==> src/design/assert_macros.svh <==
// assertion macros shared by the dma controller modules
`ifndef ASSERT_MACROS_SVH
`define ASSERT_MACROS_SVH
// implication checked every clock outside reset
`define ASSERT_IMPL(label, clk, rst_n, ante, cons, msg) \
  label: assert property (@(posedge clk) disable iff (!rst_n) (ante) |-> (cons)) else $error(msg);
// next-cycle implication checked outside reset
`define ASSERT_NEXT(label, clk, rst_n, ante, cons, msg) \
  label: assert property (@(posedge clk) disable iff (!rst_n) (ante) |=> (cons)) else $error(msg);
`endif

==> src/design/dmac_pkg.sv <==
// shared types and constants of the dma channel controller
package dmac_pkg;
  localparam int NUM_CHANNELS = 10;
  localparam int GIF_MAX_BATCH = 64;
  localparam int CH_W = 4;

  localparam logic [1:0] OP_READ  = 2'd0;
  localparam logic [1:0] OP_WRITE = 2'd1;
  localparam logic [1:0] OP_STEP  = 2'd2;

  localparam logic [31:0] ADDR_MASK = 32'h1FFF_FFF0;
  localparam logic [31:0] START_BIT = 32'h0000_0100;

  localparam logic [CH_W-1:0] CH_GIF = 4'd2;
  localparam logic [CH_W-1:0] CH_IPU_OUT = 4'd3;
  localparam logic [CH_W-1:0] CH_SIF0 = 4'd5;
  localparam logic [CH_W-1:0] CH_SIF1 = 4'd6;

  typedef enum logic [1:0] {
    ST_IDLE,
    ST_SCAN,
    ST_DONE
  } ctrl_state_t;

  // controller to datapath
  typedef struct packed {
    logic            do_read;
    logic            do_write;
    logic            do_chan;
    logic            load_tag;
    logic [CH_W-1:0] chan;
    logic            last;
  } dp_cmd_t;

  // datapath to controller
  typedef struct packed {
    logic                    master_en;
    logic [NUM_CHANNELS-1:0] started;
  } dp_status_t;
endpackage

==> src/design/dmac_ctrl.sv <==
// controller state machine: sequences register accesses and channel visits
`include "assert_macros.svh"
module dmac_ctrl (
  input  logic                   clk,
  input  logic                   rst_n,
  input  logic                   start,
  input  logic [1:0]             in_op,
  input  dmac_pkg::dp_status_t   status,
  output logic                   busy,
  output dmac_pkg::dp_cmd_t      cmd
);
  dmac_pkg::ctrl_state_t state_r, state_nxt;
  logic [dmac_pkg::CH_W-1:0] ch_r, ch_nxt;
  logic [dmac_pkg::NUM_CHANNELS-1:0] pend_r, pend_nxt;
  logic [dmac_pkg::NUM_CHANNELS-1:0] rest;

  always_ff @(posedge clk) begin
    if (!rst_n) begin
      state_r <= dmac_pkg::ST_IDLE;
      ch_r <= '0;
      pend_r <= '0;
    end else begin
      state_r <= state_nxt;
      ch_r <= ch_nxt;
      pend_r <= pend_nxt;
    end
  end

  always_comb begin
    state_nxt = state_r;
    ch_nxt = ch_r;
    pend_nxt = pend_r;
    cmd = '0;
    busy = 1'b0;
    rest = '0;
    for (int i = 0; i < dmac_pkg::NUM_CHANNELS; i++) begin
      rest[i] = pend_r[i] && (i > int'(ch_r));
    end
    case (state_r)
      dmac_pkg::ST_IDLE: begin
        if (start) begin
          case (in_op)
            dmac_pkg::OP_READ: begin
              cmd.do_read = 1'b1;
              cmd.last = 1'b1;
            end
            dmac_pkg::OP_WRITE: cmd.do_write = 1'b1;
            dmac_pkg::OP_STEP: begin
              // the tag is used later in the scan, keep the accepted one
              cmd.load_tag = 1'b1;
              if (status.master_en && (status.started != '0)) begin
                // snapshot of started channels; visits never start other channels
                pend_nxt = status.started;
                ch_nxt = '0;
                state_nxt = dmac_pkg::ST_SCAN;
              end
            end
            default: ;
          endcase
        end
      end
      dmac_pkg::ST_SCAN: begin
        busy = 1'b1;
        if (pend_r[ch_r]) begin
          cmd.do_chan = 1'b1;
          cmd.chan = ch_r;
          cmd.last = (rest == '0);
        end
        if (rest == '0 || ch_r == 4'(dmac_pkg::NUM_CHANNELS - 1)) begin
          state_nxt = dmac_pkg::ST_DONE;
        end else begin
          ch_nxt = ch_r + 4'd1;
        end
      end
      dmac_pkg::ST_DONE: begin
        busy = 1'b1;
        state_nxt = dmac_pkg::ST_IDLE;
      end
      default: state_nxt = dmac_pkg::ST_IDLE;
    endcase
  end

  `ASSERT_IMPL(a_no_cmd_idle_busy, clk, rst_n, busy && state_r == dmac_pkg::ST_DONE, !cmd.do_chan, "visit in done state")
  `ASSERT_IMPL(a_chan_range, clk, rst_n, cmd.do_chan, ch_r < 4'(dmac_pkg::NUM_CHANNELS), "channel out of range")
  `ASSERT_NEXT(a_last_ends, clk, rst_n, cmd.do_chan && cmd.last, state_r == dmac_pkg::ST_DONE, "last visit not final")
endmodule

==> config.mk <==
export PLATFORM = sky130hd
export DESIGN_NAME = dmac_ctrl
export DESIGN_NICKNAME = d
export VERILOG_FILES = /design/src/design/dmac_pkg.sv /design/src/design/dmac_ctrl.sv
export VERILOG_INCLUDE_DIRS = /design/src /design/src/design
export SDC_FILE = /design/constraint.sdc
export NUM_CORES = 1
export LEC_CHECK = 0
export ABC_AREA = 1
export ABC_CLOCK_PERIOD_IN_PS = 2160
export BUFFER_PORTS_ARGS = -buffer_cell sky130_fd_sc_hd__buf_4
export CELL_PAD_IN_SITES_DETAIL_PLACEMENT = 1
export CELL_PAD_IN_SITES_GLOBAL_PLACEMENT = 1
export CORE_MARGIN = 1.5
export CORE_UTILIZATION = 37
export DETAILED_ROUTE_END_ITERATION = 8
export PLACE_DENSITY_LB_ADDON = 0.05
export SYNTH_ARGS = -nofsm -noshare
export SYNTH_HDL_FRONTEND = slang
export SYNTH_SLANG_ARGS = --single-unit
==> constraint.sdc <==
create_clock -name clk -period 2.16 [get_ports clk]
set_clock_uncertainty 0.05 [all_clocks]
set_input_delay 0.648 -clock clk [delete_from_list [all_inputs] [get_ports clk]]
set_output_delay 0.648 -clock clk [all_outputs]
set_load 0.05 [all_outputs]
==> results by group <==
Global route
  – Initial antenna violation count: 0
  – Vias in the first global route: 1419
  – Grt ovf: 0
  – First-pass GRT wire length: 6350 um
  – Total GRT Usage: 0.248
  – Pin count of the biggest net entering global routing: 21

Placed design
  – Pre-CTS WS: -0.115 ns
  – GP Congestion: 0.896
  – Detailed Place HPWL: 3000 um
  – Placed insts: around 240
  – IO Port Bufs: 25

CTS
  – CTS tree: built
  – CTS Sinks: 16
  – CTS Buffer Depth: 2
  – Clk_lat worst skew: 0.30 ns
  – # H-tree levels: 1
  – CTS Buf Count: 3
  – CTS root buf: clkbuf_4
  – Clk slew on worst S/H paths: 0.11 ns

Floorplan
  – Die Height: 58.2 um
  – IO Pins: 26
  – Core area: 2830 um^2
  – Initial Utilization: 0.398
  – Rows: 19
  – Die area: about 3400 um^2
  – Die span in x: 58.2 um

Pwr
  – Pwr Density: around 900 nW/um^2
  – Max VDD drop: 0.000556 V
  – Leakage power: approximately 0.00076 uW

Setup path
  – CP Class: reg2out
  – Crit. End Element: output port
  – Buf/Inv on CP: 2
  – Critical path required time: 1.46 ns
  – Slowest-stage cell, CP: dfxtp_4
  – CP most frequent cell: nand2_1
  – Startpoint types: register
  – Crit-path cells: inv_6 -> ha_2 -> o21ai_1 -> nand2_1 -> nand2_1 -> a21oi_2 -> nand2_2 -> o22ai_4 -> buf_6
  – CP Data Arrival Time: 1.75 ns
  – CP max FO: 6
  – CP delay by family, top: flip-flops
  – Biggest cell delay along the critical path: 0.41 ns

Logic synthesis
  – Simple-gate share of the synthesized area: 0.309
  – Xor-xnor portion of the synthesized cell area: 0.00777
  – Seq/Total Area, Yosys: 0.284
  – Mapped Cells: 169
  – Synthesis warning total: 0
  – Compound-Gate Fraction of Synth Area: 0.210
  – Largest family of logic cells by synthesized area: simple AND/OR/NAND/NOR gates
  – Avg Inst Size Synth: 6.67 um^2
  – Area of the mapped netlist: 1130 um^2
  – Synth unique cells: 25
  – Post-Synth Adder-Cell Area: 0.0666
  – Syn nets: 191
  – #FFs+latches synth: 16
  – Post-synthesis mux area share: 0

Final layout
  – Finished Core Util: 0.597
  – Multi-input gate area: 767 um^2
  – Register area: 329 um^2
  – Layout Nets: 240
  – Ratio of cells with drive above 1 in the final layout: 0.447
  – Area growth from synthesis to layout: 49.7%
  – Antenna cells: 0
  – Fill cells: between 300 and 400
  – Finished Layout Cells: 248

Routing
  – DRT Pass-1 Iters: 4
  – WL final: 3910 um
  – Initial DRC Count: 38
  – Number of vias per cell: approximately 5
  – Vias: 1278
  – Residual DRC: 0
  – Post-route ant nets: 0
  – Avg WL per Cell: ~16 um

STA
  – Endpoints failing setup: 6
  – Hold Fails Final Rpt: 0
  – Unrepaired setup endpoints after global routing: true
  – Final worst setup slack: -0.288 ns
  – Min Tclk post-route: 2.45 ns
  – Max-slew violation count: 0
  – Worst-Margin Slew: 0.247 ns
  – Worst rel slew slack: 0.835
  – F_max: 0.408 GHz
  – Tcrit/Tclk final: 1.13

Flow run
  – Max Cap Viol: 0

Outcome
  – Outcome: finished with violations
  – Failing checks: setup timing

Worst hold path
  – HP Class: reg2reg
==> stage by stage <==
step / power, uW / cell area (um^2) / setup TNS, ns / hold WS (ns)
after global placement: 1060 / 1470 / -0.0482 / 0.412
after global routing: 1590 / 1690 / -1.96 / 0.461
after detailed placement: 1110 / 1470 / -0.227 / 0.412
after CTS: 1440 / 1640 / -1.36 / 0.433
final: 1490 / 1690 / -1.50 / 0.431
after floorplan: 864 / 1150 / -0.132 / 0.379
==> registers in the layout, indices dropped and copies added, names as in the netlist <==
signal   cells
pend_r      10
ch_r         4
state_r      2
==> placed cells by master (no fill, tap or decap) <==
cell      count
nand2_1      20
nand2_4       2
a21oi_2       8
a21oi_4       1
nor2_1       20
dfxtp_4       2
buf_12        1
ha_2          1
buf_6         9
buf_4        38
a21oi_1      12
o21ai_2       3
o21ai_0      10
clkbuf_4      3
inv_1        23
inv_2         4
o21bai_1      1
nand3_4       1
inv_6         1
ha_1          3
nand3_1      11
ha_4          2
o22ai_4       1
dfxtp_2       1
or2_1         1
nor2_2        6
nor2_4        1
o21ai_1       4
nor3_1        1
nand2_2       8
xnor2_1       1
clkbuf_8      1
nand3_2       3
dfxtp_1      13
==> logic make-up after synthesis <==
| kind of cell | count (synthesis) |
|---|---|
| compound gates | 40 |
| flops | 16 |
| xor+xnor | 1 |
| simple gates | 74 |
| buf+inv | 32 |
| fa+ha+maj | 6 |
==> synth_stat cells <==
cell	count	area share
a21oi_1	17	0.075
a21oi_2	3	0.023
a21oi_4	1	0.014
buf_2	3	0.013
buf_6	2	0.020
dfxtp_1	16	0.28
ha_1	6	0.067
inv_1	24	0.080
inv_2	3	0.010
nand2_1	23	0.077
nand2_2	6	0.033
nand2_4	1	0.010
nand3_1	12	0.053
nand3_2	3	0.027
nor2_1	25	0.083
nor2_2	1	0.0056
nor2_4	1	0.010
nor3_1	1	0.0044
o21ai_0	13	0.058
o21ai_1	3	0.013
o21ai_2	1	0.0078
o21bai_1	1	0.0067
o22ai_2	1	0.011
or2_1	1	0.0056
xnor2_1	1	0.0078
==> report_power, final <==
part	leakage [uW]	internal [uW]	switching [uW]	total (uW)
Clock	0.0000210	103	113	215
Sequential	0.000132	342	58.9	401
Combinational	0.000610	363	513	876
Total	0.000763	808	685	1490
==> worst paths after layout <==
kind	start	endpoint	slack [ns]	cells past startpoint
setup / recovery	ch_r[0]	cmd[0]	-0.29	9
hold / removal	state_r[1]	state_r[1]	0.43	2
hold reg to reg	state_r[1]	state_r[1]	0.43	2
setup reg to reg	ch_r[0]	state_r[1]	0.15	14
==> layer usage <==
metal | wire (um) | vias to the layer above | share of wire | global-route usage
met5 | 0 | - | 0 | 0
met4 | 58 | 0 | 0.015 | 0.110
met3 | 117 | 7 | 0.030 | 0.0402
met2 | 2020 | 26 | 0.52 | 0.440
met1 | 1710 | 614 | 0.44 | 0.291
li1 | - | 631 | - | -
==> layout make-up <==
cell class / count / area share
inverters: 27 / 0.0630
flip-flops and latches: 16 / 0.195
clock buffers: 4 / 0.0215
multi-input cells: 121 / 0.454
repair inverters: 1 / 0.00222
repair buffers: 48 / 0.241
well taps: 31 / 0.0230
==> what timing repair did <==
action | 4_1_cts | 5_1_grt
setup buffers | 3 | 4
gates cloned | 1 | 0
hold buffers | 0 | 0
pin swaps | 3 | 2
hold endpoints to repair | 0 | 0
gates resized for setup | 32 | 6
setup endpoints to repair | 9 | 7
==> worst register-to-register path, delay by kind of cell (launching register included) <==
family,cells,cell delay [ns]
AND/OR/NAND/NOR,6,0.50
flip-flops,1,0.41
AO/OA/AOI/OAI,3,0.29
buffers and inverters,4,0.46
adder cells (fa/ha/maj),1,0.19
(Power assumes the default switching activity.)
